===== config.mk =====
export PLATFORM = sky130hd
export DESIGN_NAME = rgb_to_hsv_convert_flat
export DESIGN_NICKNAME = d
export VERILOG_FILES = /design/src/sv/rhc_pkg.sv /design/src/sv/rhc_rgb_if.sv /design/src/sv/rhc_hsv_if.sv /design/src/sv/rgb_to_hsv_convert.sv /design/src/flat_wrapper.sv
export VERILOG_INCLUDE_DIRS = /design/src /design/src/sv
export SDC_FILE = /design/constraint.sdc
export NUM_CORES = 1
export LEC_CHECK = 0
export ABC_AREA = 1
export BUFFER_PORTS_ARGS = -buffer_cell sky130_fd_sc_hd__buf_2
export CORE_MARGIN = 3
export CORE_UTILIZATION = 45
export DETAILED_ROUTE_END_ITERATION = 12
export PLACE_DENSITY = 0.6
export SYNTH_ARGS = -nofsm -noshare
export SYNTH_HDL_FRONTEND = slang
export SYNTH_SLANG_ARGS = --single-unit

===== constraint.sdc =====
create_clock -name clock -period 53.2 [get_ports clock]
set_clock_uncertainty 0.1 [all_clocks]
set_input_delay 2.66 -clock clock [delete_from_list [all_inputs] [get_ports clock]]
set_output_delay 2.66 -clock clock [all_outputs]
set_load 0.02 [all_outputs]

===== src/sv/assert_macros.svh =====
// Assertion macros shared by the RTL of the RGB to HSV converter.
// Each macro samples on the rising edge of clock and is disabled during reset.
`ifndef ASSERT_MACROS_SVH
`define ASSERT_MACROS_SVH

// The antecedent must be followed by the consequent in the same cycle.
`define ASSERT_IMPLY(label, ante, cons, msg) \
   label: assert property (@(posedge clock) disable iff (reset) (ante) |-> (cons)) \
      else $error(msg);

// The antecedent must be followed by the consequent in the next cycle.
`define ASSERT_NEXT(label, ante, cons, msg) \
   label: assert property (@(posedge clock) disable iff (reset) (ante) |=> (cons)) \
      else $error(msg);

`endif


===== src/sv/rhc_pkg.sv =====
// Package for the RGB to HSV converter: hue sector codes and sector offset shifts.
// No dependencies.
package rhc_pkg;

   // Which channel is the largest; ties go to red, then to green.
   typedef enum logic [1:0] {
      SECTOR_RED,
      SECTOR_GREEN,
      SECTOR_BLUE
   } sector_type;

   // Shift amounts that give the offsets of the hue sectors as multiples of delta.
   localparam int unsigned GREEN_SHIFT = 1;
   localparam int unsigned BLUE_SHIFT  = 2;

endpackage


===== src/sv/rhc_rgb_if.sv =====
// Valid/ready channel that carries one RGB pixel per item.
// No dependencies.
interface rhc_rgb_if #(
   parameter int CHANNEL_BITS = 8
);
   logic                    valid;
   logic                    ready;
   logic [CHANNEL_BITS-1:0] red;
   logic [CHANNEL_BITS-1:0] green;
   logic [CHANNEL_BITS-1:0] blue;

   modport source (output valid, output red, output green, output blue, input ready);
   modport sink   (input valid, input red, input green, input blue, output ready);
endinterface


===== src/sv/rhc_hsv_if.sv =====
// Valid/ready channel that carries one HSV pixel per item.
// No dependencies.
interface rhc_hsv_if #(
   parameter int CHANNEL_BITS = 8,
   parameter int HUE_BITS     = 16
);
   logic                    valid;
   logic                    ready;
   logic [HUE_BITS-1:0]     hue;
   logic [CHANNEL_BITS-1:0] saturation;
   logic [CHANNEL_BITS-1:0] brightness;

   modport source (output valid, output hue, output saturation, output brightness, input ready);
   modport sink   (input valid, input hue, input saturation, input brightness, output ready);
endinterface


===== src/sv/rgb_to_hsv_convert.sv =====
// RGB to HSV converter: top level, a fully pipelined datapath.
// Depends on rhc_pkg, rhc_rgb_if, rhc_hsv_if and assert_macros.svh.
//
// Usage:
//   req_pixel carries one pixel (red, green, blue) per item; rsp_pixel returns
//   hue (Q0.HUE_BITS fraction of a turn), saturation and brightness (value).
//   An accepted item passes through stage 1, stage 2, the divider setup stage
//   and the divider stages before it raises rsp_pixel.valid.
//   Throughput is one item per cycle while the receiver does not stall. Both
//   divisions are restoring dividers unrolled one quotient bit per pipeline
//   stage.
//   The pipeline advances as a whole whenever its output register is empty or
//   the receiver takes the item there. When the receiver stalls, every stage
//   holds, req_pixel.ready falls in the same cycle and no item is lost or
//   repeated. req_pixel.ready depends combinationally on rsp_pixel.ready.
//   Reset (synchronous, active high) empties the pipeline; there is no other
//   state. Black and grey pixels give hue zero and saturation zero.
`include "assert_macros.svh"

module rgb_to_hsv_convert
   import rhc_pkg::*;
#(
   parameter int CHANNEL_BITS = 8,
   parameter int HUE_BITS     = 16
) (
   input  logic      clock,
   input  logic      reset,
   rhc_rgb_if.sink   req_pixel,
   rhc_hsv_if.source rsp_pixel
);

   localparam int CW = CHANNEL_BITS;
   localparam int HW = HUE_BITS;
   localparam int DW = CW + 3;              // holds 6 * delta
   localparam int NW = CW + 4;              // signed hue numerator
   localparam int NS = (CW > HW) ? CW : HW; // divider stages

   logic adv;

   // Stage 1: largest and smallest channel.
   logic          s1_v_ff;
   logic [CW-1:0] s1_r_ff, s1_g_ff, s1_b_ff, s1_mx_ff, s1_mn_ff;
   sector_type    s1_sec_ff;
   logic [CW-1:0] s1_mx_in, s1_mn_in;
   sector_type    s1_sec_in;

   // Stage 2: delta and the difference of the other two channels.
   logic          s2_v_ff;
   logic [CW-1:0] s2_delta_ff, s2_mx_ff;
   logic [CW:0]   s2_diff_ff;
   sector_type    s2_sec_ff;
   logic [CW:0]   s2_diff_in;

   // Divider pipeline; index 0 is the setup stage.
   logic [NS:0]   dv_v_ff;
   logic [DW-1:0] dv_hrem_ff [NS+1];
   logic [DW-1:0] dv_d6_ff   [NS+1];
   logic [HW-1:0] dv_hq_ff   [NS+1];
   logic [CW-1:0] dv_srem_ff [NS+1];
   logic [CW-1:0] dv_slow_ff [NS+1];
   logic [CW-1:0] dv_sq_ff   [NS+1];
   logic [CW-1:0] dv_mx_ff   [NS+1];
   logic          dv_zero_ff [NS+1];

   logic [NW-1:0]   st_dext, st_d6, st_diff, st_offs, st_num;
   logic [2*CW-1:0] st_sdiv;

   assign adv             = !dv_v_ff[NS] || rsp_pixel.ready;
   assign req_pixel.ready = adv;

   // ---------------- stage 1 ----------------
   always_comb begin
      if (req_pixel.red >= req_pixel.green && req_pixel.red >= req_pixel.blue) begin
         s1_sec_in = SECTOR_RED;
         s1_mx_in  = req_pixel.red;
      end else if (req_pixel.green >= req_pixel.blue) begin
         s1_sec_in = SECTOR_GREEN;
         s1_mx_in  = req_pixel.green;
      end else begin
         s1_sec_in = SECTOR_BLUE;
         s1_mx_in  = req_pixel.blue;
      end
      s1_mn_in = req_pixel.red;
      if (req_pixel.green < s1_mn_in) begin
         s1_mn_in = req_pixel.green;
      end
      if (req_pixel.blue < s1_mn_in) begin
         s1_mn_in = req_pixel.blue;
      end
   end

   always_ff @(posedge clock) begin
      if (reset) begin
         s1_v_ff <= 1'b0;
      end else if (adv) begin
         s1_v_ff <= req_pixel.valid;
      end
      if (adv) begin
         s1_r_ff   <= req_pixel.red;
         s1_g_ff   <= req_pixel.green;
         s1_b_ff   <= req_pixel.blue;
         s1_mx_ff  <= s1_mx_in;
         s1_mn_ff  <= s1_mn_in;
         s1_sec_ff <= s1_sec_in;
      end
   end

   // ---------------- stage 2 ----------------
   always_comb begin
      case (s1_sec_ff)
         SECTOR_RED:   s2_diff_in = {1'b0, s1_g_ff} - {1'b0, s1_b_ff};
         SECTOR_GREEN: s2_diff_in = {1'b0, s1_b_ff} - {1'b0, s1_r_ff};
         SECTOR_BLUE:  s2_diff_in = {1'b0, s1_r_ff} - {1'b0, s1_g_ff};
         default:      s2_diff_in = '0;
      endcase
   end

   always_ff @(posedge clock) begin
      if (reset) begin
         s2_v_ff <= 1'b0;
      end else if (adv) begin
         s2_v_ff <= s1_v_ff;
      end
      if (adv) begin
         s2_delta_ff <= s1_mx_ff - s1_mn_ff;
         s2_mx_ff    <= s1_mx_ff;
         s2_diff_ff  <= s2_diff_in;
         s2_sec_ff   <= s1_sec_ff;
      end
   end

   // ---------------- stage 3: divider setup ----------------
   // The hue numerator is kept below 6 * delta, so the hue quotient is purely
   // fractional. A negative numerator only occurs in the red sector and wraps
   // by one full turn.
   always_comb begin
      st_dext = {4'b0, s2_delta_ff};
      st_d6   = (st_dext << 2) + (st_dext << 1);
      st_diff = {{3{s2_diff_ff[CW]}}, s2_diff_ff};
      case (s2_sec_ff)
         SECTOR_RED:   st_offs = s2_diff_ff[CW] ? st_d6 : '0;
         SECTOR_GREEN: st_offs = st_dext << GREEN_SHIFT;
         SECTOR_BLUE:  st_offs = st_dext << BLUE_SHIFT;
         default:      st_offs = '0;
      endcase
      st_num  = st_diff + st_offs;
      // Saturation dividend: full scale times delta.
      st_sdiv = {s2_delta_ff, {CW{1'b0}}} - {{CW{1'b0}}, s2_delta_ff};
   end

   // Valid bits of the setup stage and of every divider stage.
   always_ff @(posedge clock) begin
      if (reset) begin
         dv_v_ff <= '0;
      end else if (adv) begin
         dv_v_ff <= {dv_v_ff[NS-1:0], s2_v_ff};
      end
   end

   always_ff @(posedge clock) begin
      if (adv) begin
         dv_hrem_ff[0] <= st_num[DW-1:0];
         dv_d6_ff[0]   <= st_d6[DW-1:0];
         dv_hq_ff[0]   <= '0;
         dv_srem_ff[0] <= st_sdiv[2*CW-1:CW];
         dv_slow_ff[0] <= st_sdiv[CW-1:0];
         dv_sq_ff[0]   <= '0;
         dv_mx_ff[0]   <= s2_mx_ff;
         dv_zero_ff[0] <= (s2_delta_ff == '0);
      end
   end

   // ---------------- divider stages ----------------
   for (genvar k = 1; k <= NS; k++) begin : g_div
      logic [DW-1:0] hrem_in;
      logic [HW-1:0] hq_in;
      logic [CW-1:0] srem_in, slow_in, sq_in;

      if (k <= HW) begin : g_hue
         logic [DW:0] trial;
         always_comb begin
            trial = {dv_hrem_ff[k-1], 1'b0};
            if (trial >= {1'b0, dv_d6_ff[k-1]}) begin
               hrem_in = DW'(trial - {1'b0, dv_d6_ff[k-1]});
               hq_in   = {dv_hq_ff[k-1][HW-2:0], 1'b1};
            end else begin
               hrem_in = trial[DW-1:0];
               hq_in   = {dv_hq_ff[k-1][HW-2:0], 1'b0};
            end
         end
      end else begin : g_hue_pass
         assign hrem_in = dv_hrem_ff[k-1];
         assign hq_in   = dv_hq_ff[k-1];
      end

      if (k <= CW) begin : g_sat
         logic [CW:0] trial;
         always_comb begin
            trial   = {dv_srem_ff[k-1], dv_slow_ff[k-1][CW-1]};
            slow_in = {dv_slow_ff[k-1][CW-2:0], 1'b0};
            if (trial >= {1'b0, dv_mx_ff[k-1]}) begin
               srem_in = CW'(trial - {1'b0, dv_mx_ff[k-1]});
               sq_in   = {dv_sq_ff[k-1][CW-2:0], 1'b1};
            end else begin
               srem_in = trial[CW-1:0];
               sq_in   = {dv_sq_ff[k-1][CW-2:0], 1'b0};
            end
         end
      end else begin : g_sat_pass
         assign srem_in = dv_srem_ff[k-1];
         assign slow_in = dv_slow_ff[k-1];
         assign sq_in   = dv_sq_ff[k-1];
      end

      always_ff @(posedge clock) begin
         if (adv) begin
            dv_hrem_ff[k] <= hrem_in;
            dv_d6_ff[k]   <= dv_d6_ff[k-1];
            dv_hq_ff[k]   <= hq_in;
            dv_srem_ff[k] <= srem_in;
            dv_slow_ff[k] <= slow_in;
            dv_sq_ff[k]   <= sq_in;
            dv_mx_ff[k]   <= dv_mx_ff[k-1];
            dv_zero_ff[k] <= dv_zero_ff[k-1];
         end
      end
   end

   // ---------------- output ----------------
   // Grey and black pixels divide by zero in the pipeline; their quotients
   // are discarded here.
   assign rsp_pixel.valid      = dv_v_ff[NS];
   assign rsp_pixel.hue        = dv_zero_ff[NS] ? '0 : dv_hq_ff[NS];
   assign rsp_pixel.saturation = dv_zero_ff[NS] ? '0 : dv_sq_ff[NS];
   assign rsp_pixel.brightness = dv_mx_ff[NS];

   `ASSERT_IMPLY(a_grey_has_no_hue, rsp_pixel.valid && rsp_pixel.saturation == '0, rsp_pixel.hue == '0, "item with zero saturation has nonzero hue")
   `ASSERT_IMPLY(a_black_is_grey, rsp_pixel.valid && rsp_pixel.brightness == '0, rsp_pixel.saturation == '0, "black item has nonzero saturation")
   `ASSERT_NEXT(a_stall_holds_pipe, !adv, $stable({s1_v_ff, s2_v_ff, dv_v_ff}), "pipeline moved while stalled")
   `ASSERT_IMPLY(a_remainders_bounded, dv_v_ff[NS] && !dv_zero_ff[NS], dv_hrem_ff[NS] < dv_d6_ff[NS] && dv_srem_ff[NS] < dv_mx_ff[NS], "divider remainder out of range")

endmodule


===== src/flat_wrapper.sv =====
// flat-port wrapper written by rule: the top's interface ports become plain ports
module rgb_to_hsv_convert_flat import rhc_pkg::*;
#(
   parameter int CHANNEL_BITS = 8,
   parameter int HUE_BITS     = 16
)
  (clock, reset, req_pixel_valid, req_pixel_red, req_pixel_green, req_pixel_blue, req_pixel_ready, rsp_pixel_valid, rsp_pixel_hue, rsp_pixel_saturation, rsp_pixel_brightness, rsp_pixel_ready);
  rhc_rgb_if #(.CHANNEL_BITS(CHANNEL_BITS)) req_pixel_i ();
  rhc_hsv_if #(.CHANNEL_BITS(CHANNEL_BITS), .HUE_BITS(HUE_BITS)) rsp_pixel_i ();
  input  logic clock;
  input  logic reset;
  input wire logic [$bits(req_pixel_i.valid)-1:0] req_pixel_valid;
  input wire logic [$bits(req_pixel_i.red)-1:0] req_pixel_red;
  input wire logic [$bits(req_pixel_i.green)-1:0] req_pixel_green;
  input wire logic [$bits(req_pixel_i.blue)-1:0] req_pixel_blue;
  output wire logic [$bits(req_pixel_i.ready)-1:0] req_pixel_ready;
  output wire logic [$bits(rsp_pixel_i.valid)-1:0] rsp_pixel_valid;
  output wire logic [$bits(rsp_pixel_i.hue)-1:0] rsp_pixel_hue;
  output wire logic [$bits(rsp_pixel_i.saturation)-1:0] rsp_pixel_saturation;
  output wire logic [$bits(rsp_pixel_i.brightness)-1:0] rsp_pixel_brightness;
  input wire logic [$bits(rsp_pixel_i.ready)-1:0] rsp_pixel_ready;
  assign req_pixel_i.valid = req_pixel_valid;
  assign req_pixel_i.red = req_pixel_red;
  assign req_pixel_i.green = req_pixel_green;
  assign req_pixel_i.blue = req_pixel_blue;
  assign req_pixel_ready = req_pixel_i.ready;
  assign rsp_pixel_valid = rsp_pixel_i.valid;
  assign rsp_pixel_hue = rsp_pixel_i.hue;
  assign rsp_pixel_saturation = rsp_pixel_i.saturation;
  assign rsp_pixel_brightness = rsp_pixel_i.brightness;
  assign rsp_pixel_i.ready = rsp_pixel_ready;
  rgb_to_hsv_convert #(.CHANNEL_BITS(CHANNEL_BITS), .HUE_BITS(HUE_BITS)) u_core (.clock(clock), .reset(reset), .req_pixel(req_pixel_i), .rsp_pixel(rsp_pixel_i));
endmodule

; ---- Word-level counts from Yosys, hierarchy flattened
; Memory sizes are Yosys's and may differ from the RTL's.
; Index checks and enable logic that the tools add are counted.
; W data, S select, Z words.
[classes]
add_sub_neg = 31
n_mul = 0
div_mod_pow = 0
n_lt_le_gt_ge = 29
n_eq_ne = 4
shifts = 0
n_mux = 60
bitwise_logic = 0
reduce_logical = 6
[op_table]
columns = cell, count
row1 = $ge A12 B11 Y1, 16
row2 = $mux W11, 17
row3 = $sub A11 B11 Y11, 16
row4 = $mux W8, 13
row5 = $ge A9 B8 Y1, 8
row6 = $sub A8 B8 Y8, 9
row7 = $pmux W11 S3, 1
row8 = $pmux W9 S3, 1
row9 = $sub A8 B8 Y9, 3
row10 = $mux W1, 26
row11 = $ge A8 B8 Y1, 3
row12 = $lt A8 B8 Y1, 2
row13 = $mux W16, 1
row14 = $sub A16 B8 Y16, 1
row15 = $add A10 B9 Y11, 1
row16 = $add A11 B11 Y11, 1
row17 = $logic_not A8 Y1, 1
row18 = $eq A2 B1 Y1 const B, 2
row19 = $eq A2 B2 Y1 const B, 2
row20 = $logic_not A2 Y1, 2
row21 = $mux W2, 1
row22 = $logic_and A1 B1 Y1, 1
row23 = $logic_not A1 Y1, 1
row24 = $logic_or A1 B1 Y1, 1
[totals]
reg_bits = 88
latchBits = 0
ram_bits = 1207
mem_bits_ro = 0
n_memories = 8
[mem_list]
columns = memory, depth, width, read_ports, rd_ports_with_merged_regs, wr, line
row1 = u_core.dv_hq_ff, 17, 16, 17, 0, 17, rgb_to_hsv_convert.sv:58  ; logic [HW-1:0] dv_hq_ff [NS+1];
row2 = u_core.dv_d6_ff, 17, 11, 16, 0, 17, rgb_to_hsv_convert.sv:57  ; logic [DW-1:0] dv_d6_ff [NS+1];
row3 = u_core.dv_hrem_ff, 17, 11, 16, 0, 17, rgb_to_hsv_convert.sv:56  ; logic [DW-1:0] dv_hrem_ff [NS+1];
row4 = u_core.dv_mx_ff, 17, 8, 17, 0, 17, rgb_to_hsv_convert.sv:62  ; logic [CW-1:0] dv_mx_ff [NS+1];
row5 = u_core.dv_slow_ff, 17, 8, 16, 0, 17, rgb_to_hsv_convert.sv:60  ; logic [CW-1:0] dv_slow_ff [NS+1];
row6 = u_core.dv_sq_ff, 17, 8, 17, 0, 17, rgb_to_hsv_convert.sv:61  ; logic [CW-1:0] dv_sq_ff [NS+1];
row7 = +2 memories, --, --, --, --, --, --

; ---- Logic depth before layout (Yosys ltp)
; Gate-level depths: netlist (run 1).
[logic_depth]
word_depth = 4
depth_mapped = 22

; ---- Least setup slack after synthesis (run 1)
; OpenSTA, ideal clock, no wires.
[synth_path]
kind = input to output
from = input port rsp_pixel_ready
to = output port req_pixel_ready
arrival_ps = 26381
t_required_ps = 50440
path_slack_ps = 24059
cell_stages = 3
path_buffers = 1
cell_sequence = nor2_1 > clkinv_1 > clkbuf_1
[synth_via]
elab_chain_cells = 1
[synth_lines]
columns = element, line
row1 = from (decl), flat_wrapper.sv:21  ; input wire logic [$bits(rsp_pixel_i.ready)-1:0] rsp_pixel_ready;
row2 = $logic_or A1 B1 Y1, rgb_to_hsv_convert.sv:68  ; assign adv = !dv_v_ff[NS] || rsp_pixel.ready;
row3 = to (decl), flat_wrapper.sv:16  ; output wire logic [$bits(req_pixel_i.ready)-1:0] req_pixel_ready;
; Every way passes these cells.

; ---- Worst setup path in the final report (run 1)
; Ends and elaborated chain as after synthesis.

==> flow_summary.toml, run 1 <==
[clocking]
clkLatencyLatePin_ps = 660
tritoncts = "yes"
h-tree-depth = 3
cts_root_buffer = "clkbuf_16"
postCtsSetupBuffers = 0
numCtsBuffers = 93
cts.sinks = 883
clock_path_buffers = 3
clkTransAtPathRegs_ps = 60
post_cts_resize_count = 0
postCtsHoldBufs = 0

[global_route]
grt_max_degree = 200
grt_pass1_wl_mm = 116.0
grt_overflow = 0
grt_antenna_before_repair = 1
grt_usage_pct = 14.37
grt_pass1_vias = 24040

[drt]
drc = 0
routedWlPerCell_um = 14.05
ant_nets = 0
drtIter0Drc = 1565
viasPerCell = 4.879
wl_mm = 70.30
vias = 24410
dr.pass1.iters = 5

[critical_path]
crit_path_max_fanout = 59
critPathMaxStageDelay_ps = 360
cp_slowest_cell = "inv_8"
required_ps = 50440
crit_buf_inv = 4
end_kind = "output port"
start_kind = "input port"
setup.worst_path.class = "input port to output port"
crit_chain = "buf_2 > nor2_1 > buf_4 > inv_8 > buf_2"
path_delay_family = "buffers and inverters"
cp_common_cell = "buf_2"
cp_data_arrival_time_ps = 3610

[floorplan]
ios = 62
initial_core_util_pct = 45.79
die_h_um = 312.8
core_um2 = 92500
rows = 111
die_w_um = 312.8
die_area_um2 = 97850

[placement]
gp_congestion = 0.8408
placed_cell_area_um2 = 44000
place_hpwl_mm = 49.52
io_buffer_count = 61
pre_cts_ws_ps = 46620

[sta]
worstMarginPinSlew_ps = 1112
slew_violations = 0
final_hold_viol_count = 0
rsz0062_at_grt = "false"
final-setup-viol-count = 0
setup_ws_ps = 46830
period_share_pct = 11.98
min_period_ps = 6374
fin_tns_setup_ps = 0
fmax_mhz = 156.9
relSlewSlack_pct = 25.85

[layout]
fin_nets = 4049
drive_gt1_share_pct = 8.404
fillers = 8134
diodes = 0
finalInstanceArea_um2 = 47060
synthToLayoutAreaGrowth_pct = 11.09

[synth]
synth_area_leaders = "edfxtp_1 (61%), ha_1 (9.2%), inv_1 (5.0%)"
synth_edf_count = 864
synth-seq-cells = 883
ys_warn_count = 0
syn_area_um2 = 42360
ys_seq_area_share_pct = 62.15
synthFlopType = "edfxtp_1"
yosys.area.top_type = "edfxtp_1"
synthDominantCellAreaShare_pct = 61.25
synthArstFlopShare_pct = 0
syn_area_per_cell_um2 = 11.91
synth_cell_type_count = 56
syn-num-nets = 3925
synthCells = 3557

[power]
p_leak_nw = 20.05
power.density_nw_per_um2 = 70.21
ir_worst_vdd_mv = 0.04152
p_total_mw = 3.304

[worst_hold_path]
hold_path_class = "flip-flop to flip-flop"

[outcome]
outcome = "completed"

[flow_run]
cap_violations = 0
-- registers in the layout, indices dropped and copies added (netlist names), 9 cells and up --
register	count
u_core.dv_v_ff	17
u_core.dv_hrem_ff	161
u_core.dv_slow_ff	35
u_core.dv_d6_ff	146
u_core.dv_srem_ff	64
u_core.dv_mx_ff	136
u_core.dv_hq_ff	136
u_core.dv_zero_ff	17
u_core.s2_diff_ff	9
u_core.dv_sq_ff	100
-- final timing paths --
| kind | startpoint | slack [ps] | to | depth (start not counted) |
|---|---|---|---|---|
| setup / recovery | rsp_pixel_ready | 46830 | req_pixel_ready | 5 |
| hold / removal | u_core.dv_sq_ff[12][7] | 300 | u_core.dv_sq_ff[13][7] | 0 |
| setup reg to reg | u_core.dv_v_ff[16] | 49110 | u_core.dv_sq_ff[12][5] | 7 |
| hold reg to reg | u_core.dv_sq_ff[12][7] | 300 | u_core.dv_sq_ff[13][7] | 0 |
-- per-stage QoR --
| stage | utilization [%] | std cells | hold slack, ps |
|---|---|---|---|
| 3_5_place_dp | 47.57 | 4829 | 304.5 |
| 4_1_cts | 50.87 | 5003 | 302.5 |
| 5_1_grt | 50.87 | 5003 | 313.6 |
| 2_1_floorplan | - | 3557 | 300.3 |
| 6_report | 50.87 | 5003 | 302.0 |
| 3_3_place_gp | 47.57 | 4829 | 300.4 |
-- routing by layer --
layer  wire, µm  track usage, %
met2      34970           25.32
met3       2527           2.638
met4       1926           4.611
met1      30880           17.88
met5          0               0
-- layout make-up --
type,count,area [µm²],share of cell area [%]
inverter,580,2186,4.645
clock inverter,65,629.4,1.337
multi-input combinational,2054,13530,28.75
timing repair buffer,69,402.9,0.8562
tap,1243,1555,3.305
sequential,883,26330,55.94
clock buffer,109,2427,5.158
-- cell families (layout without fill, tap and decap cells) --
group / after synthesis / in the layout / share of synthesized area [%]
flip-flops: 883 / 883 / 62.15
XOR/XNOR: 181 / 181 / 3.743
AO/OA/AOI/OAI: 622 / 622 / 8.501
AND/OR/NAND/NOR: 910 / 910 / 9.136
adder cells (fa/ha/maj): 340 / 340 / 10.54
multiplexers: 1 / 1 / 0.02363
buffers and inverters: 620 / 823 / 5.908
-- power breakdown --
part / switching (mW) / internal (mW)
combinational: 0.805 / 0.531
clock: 0.271 / 0.365
sequential: 0.143 / 1.19
-- layout by cell type, fill, tap and decap left out, types with 28 or more instances in the layout --
cell type	netlist	routed
a21oi_1	231	231
buf_2	6	61
clkbuf_16	0	93
edfxtp_1	864	864
fa_1	28	28
ha_1	312	312
inv_1	565	565
nand2_1	509	509
nand3_1	89	89
nand4_1	28	28
nor2_1	189	189
nor3_1	38	38
o21ai_0	205	205
o21ai_1	40	40
xnor2_1	53	53
xor2_1	128	128
-- cells in the mapped netlist (4+ instances only) --
| library cell | instances |
|---|---|
| o21ai_2 | 20 |
| buf_4 | 12 |
| nand3b_1 | 7 |
| xor2_1 | 128 |
| a211oi_1 | 11 |
| o21ai_0 | 205 |
| a21oi_1 | 231 |
| edfxtp_1 | 864 |
| nand2_2 | 12 |
| inv_2 | 12 |
| buf_2 | 6 |
| clkbuf_1 | 8 |
| a221oi_2 | 5 |
| nand2_1 | 509 |
| fa_1 | 28 |
| nand3_2 | 4 |
| nand3_1 | 89 |
| and3_1 | 4 |
| buf_6 | 11 |
| a21o_1 | 14 |
| o21bai_2 | 4 |
| a211oi_2 | 4 |
| inv_1 | 565 |
| a21oi_2 | 19 |
| nor2_1 | 189 |
| o21ai_1 | 40 |
| o21bai_1 | 21 |
| o221ai_1 | 11 |
| o211ai_1 | 6 |
| nor3_1 | 38 |
| xnor2_1 | 53 |
| ha_1 | 312 |
| nand4_1 | 28 |
| nand2_4 | 7 |
| dfxtp_1 | 19 |
| or2_2 | 10 |
| a31oi_1 | 21 |
(Power assumes the default switching activity.)
==> inputs of run 2 (changes only) <==
==> constraint.sdc (replaced) <==
create_clock -name clock -period 6.1 [get_ports clock]
set_clock_uncertainty 0.1 [all_clocks]
set_input_delay 0.305 -clock clock [delete_from_list [all_inputs] [get_ports clock]]
set_output_delay 0.305 -clock clock [all_outputs]
set_load 0.02 [all_outputs]
==> flow_summary.toml, run 2 (synthesis results as in run 1) <==
[sta]
period_share_pct = 55.71
worstMarginPinSlew_ps = 859.5
relSlewSlack_pct = 42.66
final_hold_viol_count = 0
final-setup-viol-count = 0
min_period_ps = 3398
fmax_mhz = 294.3
setup_ws_ps = 2702
slew_violations = 0
rsz0062_at_grt = "false"
fin_tns_setup_ps = 0

[power]
seqPwrFrac_pct = 40.3
power_frac_comb_pct = 40.6
ir_worst_vdd_mv = 0.2679
p_clk_share_pct = 19.2
p_sw_mw = 10.63
p_int_mw = 18.16
swShare_pct = 36.92
p_leak_nw = 20.19
p_total_mw = 28.79
power.density_nw_per_um2 = 607.4

[drt]
wl_mm = 70.29
dr.pass1.iters = 5
met3_length_mm = 2.481
vias = 24330
ant_nets = 0
drc = 0
routedWlPerCell_um = 13.96
m1WireLength_mm = 30.79
drtIter0Drc = 1411
viasPerCell = 4.833
top_layer_used = "met4"
wl_met2_mm = 35.36

[clocking]
h-tree-depth = 3
clkTransAtPathRegs_ps = 60
clock_path_buffers = 3
post_cts_resize_count = 0
cts.sinks = 883
clkLatencyLatePin_ps = 670
tritoncts = "yes"
cts_root_buffer = "clkbuf_16"
numCtsBuffers = 93

[layout]
largest_register_ffs = 161
top_register = "u_core.dv_hrem_ff"
synthToLayoutAreaGrowth_pct = 11.88
fillers = 8016
diodes = 0
reg.largest.list = "u_core.dv_hrem_ff x161, u_core.dv_d6_ff x146"
drive_gt1_share_pct = 8.333
fin_nets = 4081
finalInstanceArea_um2 = 47390
layout_common_cells = "edfxtp_1 (864), inv_1 (565), nand2_1 (509)"
final_common_cell = "edfxtp_1"

[flow_run]
cap_violations = 0

[critical_path]
cp_slowest_cell = "edfxtp_1"
critPathMaxStageDelay_ps = 490
crit_buf_inv = 2
cp_common_cell = "nand2_1"
crit_chain = "inv_1 > ha_1 > a21oi_1 > nand2_1 > xor2_1 > inv_1 > nand2_1 > o221ai_1 > ha_1 > nand2_1 > nor3_1 > nor2_1 > o21ai_0 > nand2_1 > nand2_1 > a21oi_1 > xor2_1"
required_ps = 6410
path_delay_family = "adder cells"
cp_data_arrival_time_ps = 3710
start_kind = "flip-flop"
crit_path_max_fanout = 6
setup.worst_path.class = "flip-flop to flip-flop"
end_kind = "flip-flop"

[global_route]
grt_antenna_before_repair = 0
grt_max_degree = 143
grt_overflow = 0
grt_pass1_vias = 23840
grt_usage_pct = 14.36
grt_pass1_wl_mm = 115.9

[floorplan]
die_w_um = 312.8
die_h_um = 312.8
initial_core_util_pct = 45.79
ios = 62
core_um2 = 92500
rows = 111
die_area_um2 = 97850

[placement]
gp_congestion = 0.8257
pre_cts_ws_ps = 2716
io_buffer_count = 61
place_hpwl_mm = 49.60
placed_cell_area_um2 = 44050

[outcome]
outcome = "completed"

[worst_hold_path]
hold_path_class = "input port to flip-flop"
## run 2: changes by cell type in the layout (fill, tap and decap cells not counted), moves of 4 or more
cell / previous run / this run
dlygate4sd3_1: 0 / 29
clkbuf_8: 4 / 0
clkinv_2: 19 / 23
clkinv_1: 21 / 17
clkbuf_1: 12 / 19
clkinv_16: 2 / 6
## run 2: what timing repair did
| item | 4_1_cts | 5_1_grt |
|---|---|---|
| hold buffers | 29 | 0 |
| endpoints found under the hold margin | 52 | 0 |
| buffers inserted | 0 | 0 |
## run 2: per-layer routing
metal | GRT usage (%) | vias to the layer above
met1 | 17.69 | 11290
met2 | 25.69 | 298
met5 | 0 | -
met4 | 4.590 | 0
li1 | - | 12640
met3 | 2.426 | 111
## run 2: path summary, 6_finish.rpt
check                                              from                  endpoint  slack (ps)  cells after the start
worst max-delay path              u_core.s2_delta_ff[2]  u_core.dv_hrem_ff[0][10]        2700                     17
worst min register to register  u_core.dv_zero_ff[0][3]   u_core.dv_zero_ff[0][4]         300                      0
worst max register to register    u_core.s2_delta_ff[2]  u_core.dv_hrem_ff[0][10]        2700                     17
worst min-delay path                   req_pixel_red[7]         u_core.s1_r_ff[7]         280                      2
## run 2: power groups by stage
| stage | Combinational (mW) | Clock [mW] | Sequential [mW] |
|---|---|---|---|
| global placement | 11.5 | 0 | 11.7 |
| detailed placement | 11.7 | 0 | 11.7 |
| CTS | 11.8 | 5.71 | 11.6 |
| global route | 13.4 | 5.96 | 11.9 |
| floorplan | 9.57 | 0 | 11.2 |
| finish | 11.7 | 5.52 | 11.6 |
## run 2: stage by stage
stage,hold WS (ps),util (%),instances
floorplan,300.3,-,3557
global placement,300.5,47.62,4832
detailed placement,304.5,47.62,4832
CTS,227.2,51.24,5035
global route,247.2,51.24,5035
finish,279.4,51.24,5035
## run 2: layout make-up
type	count	area (µm²)	share of cell area, %
Clock buffer	112	2399	5.061
Clock inverter	62	655.6	1.383
Inverter	580	2186	4.612
Multi-Input combinational cell	2054	13530	28.55
Sequential cell	883	26330	55.55
Tap cell	1243	1555	3.282
Timing Repair Buffer	101	740.7	1.563
## run 2: worst register-to-register path, delay by kind of cell (launching register included)
family | cells | cell delay (ps)
buffers and inverters | 2 | 240
XOR/XNOR | 2 | 300
flip-flops | 1 | 490
AND/OR/NAND/NOR | 7 | 640
AO/OA/AOI/OAI | 4 | 620
adder cells (fa/ha/maj) | 2 | 770
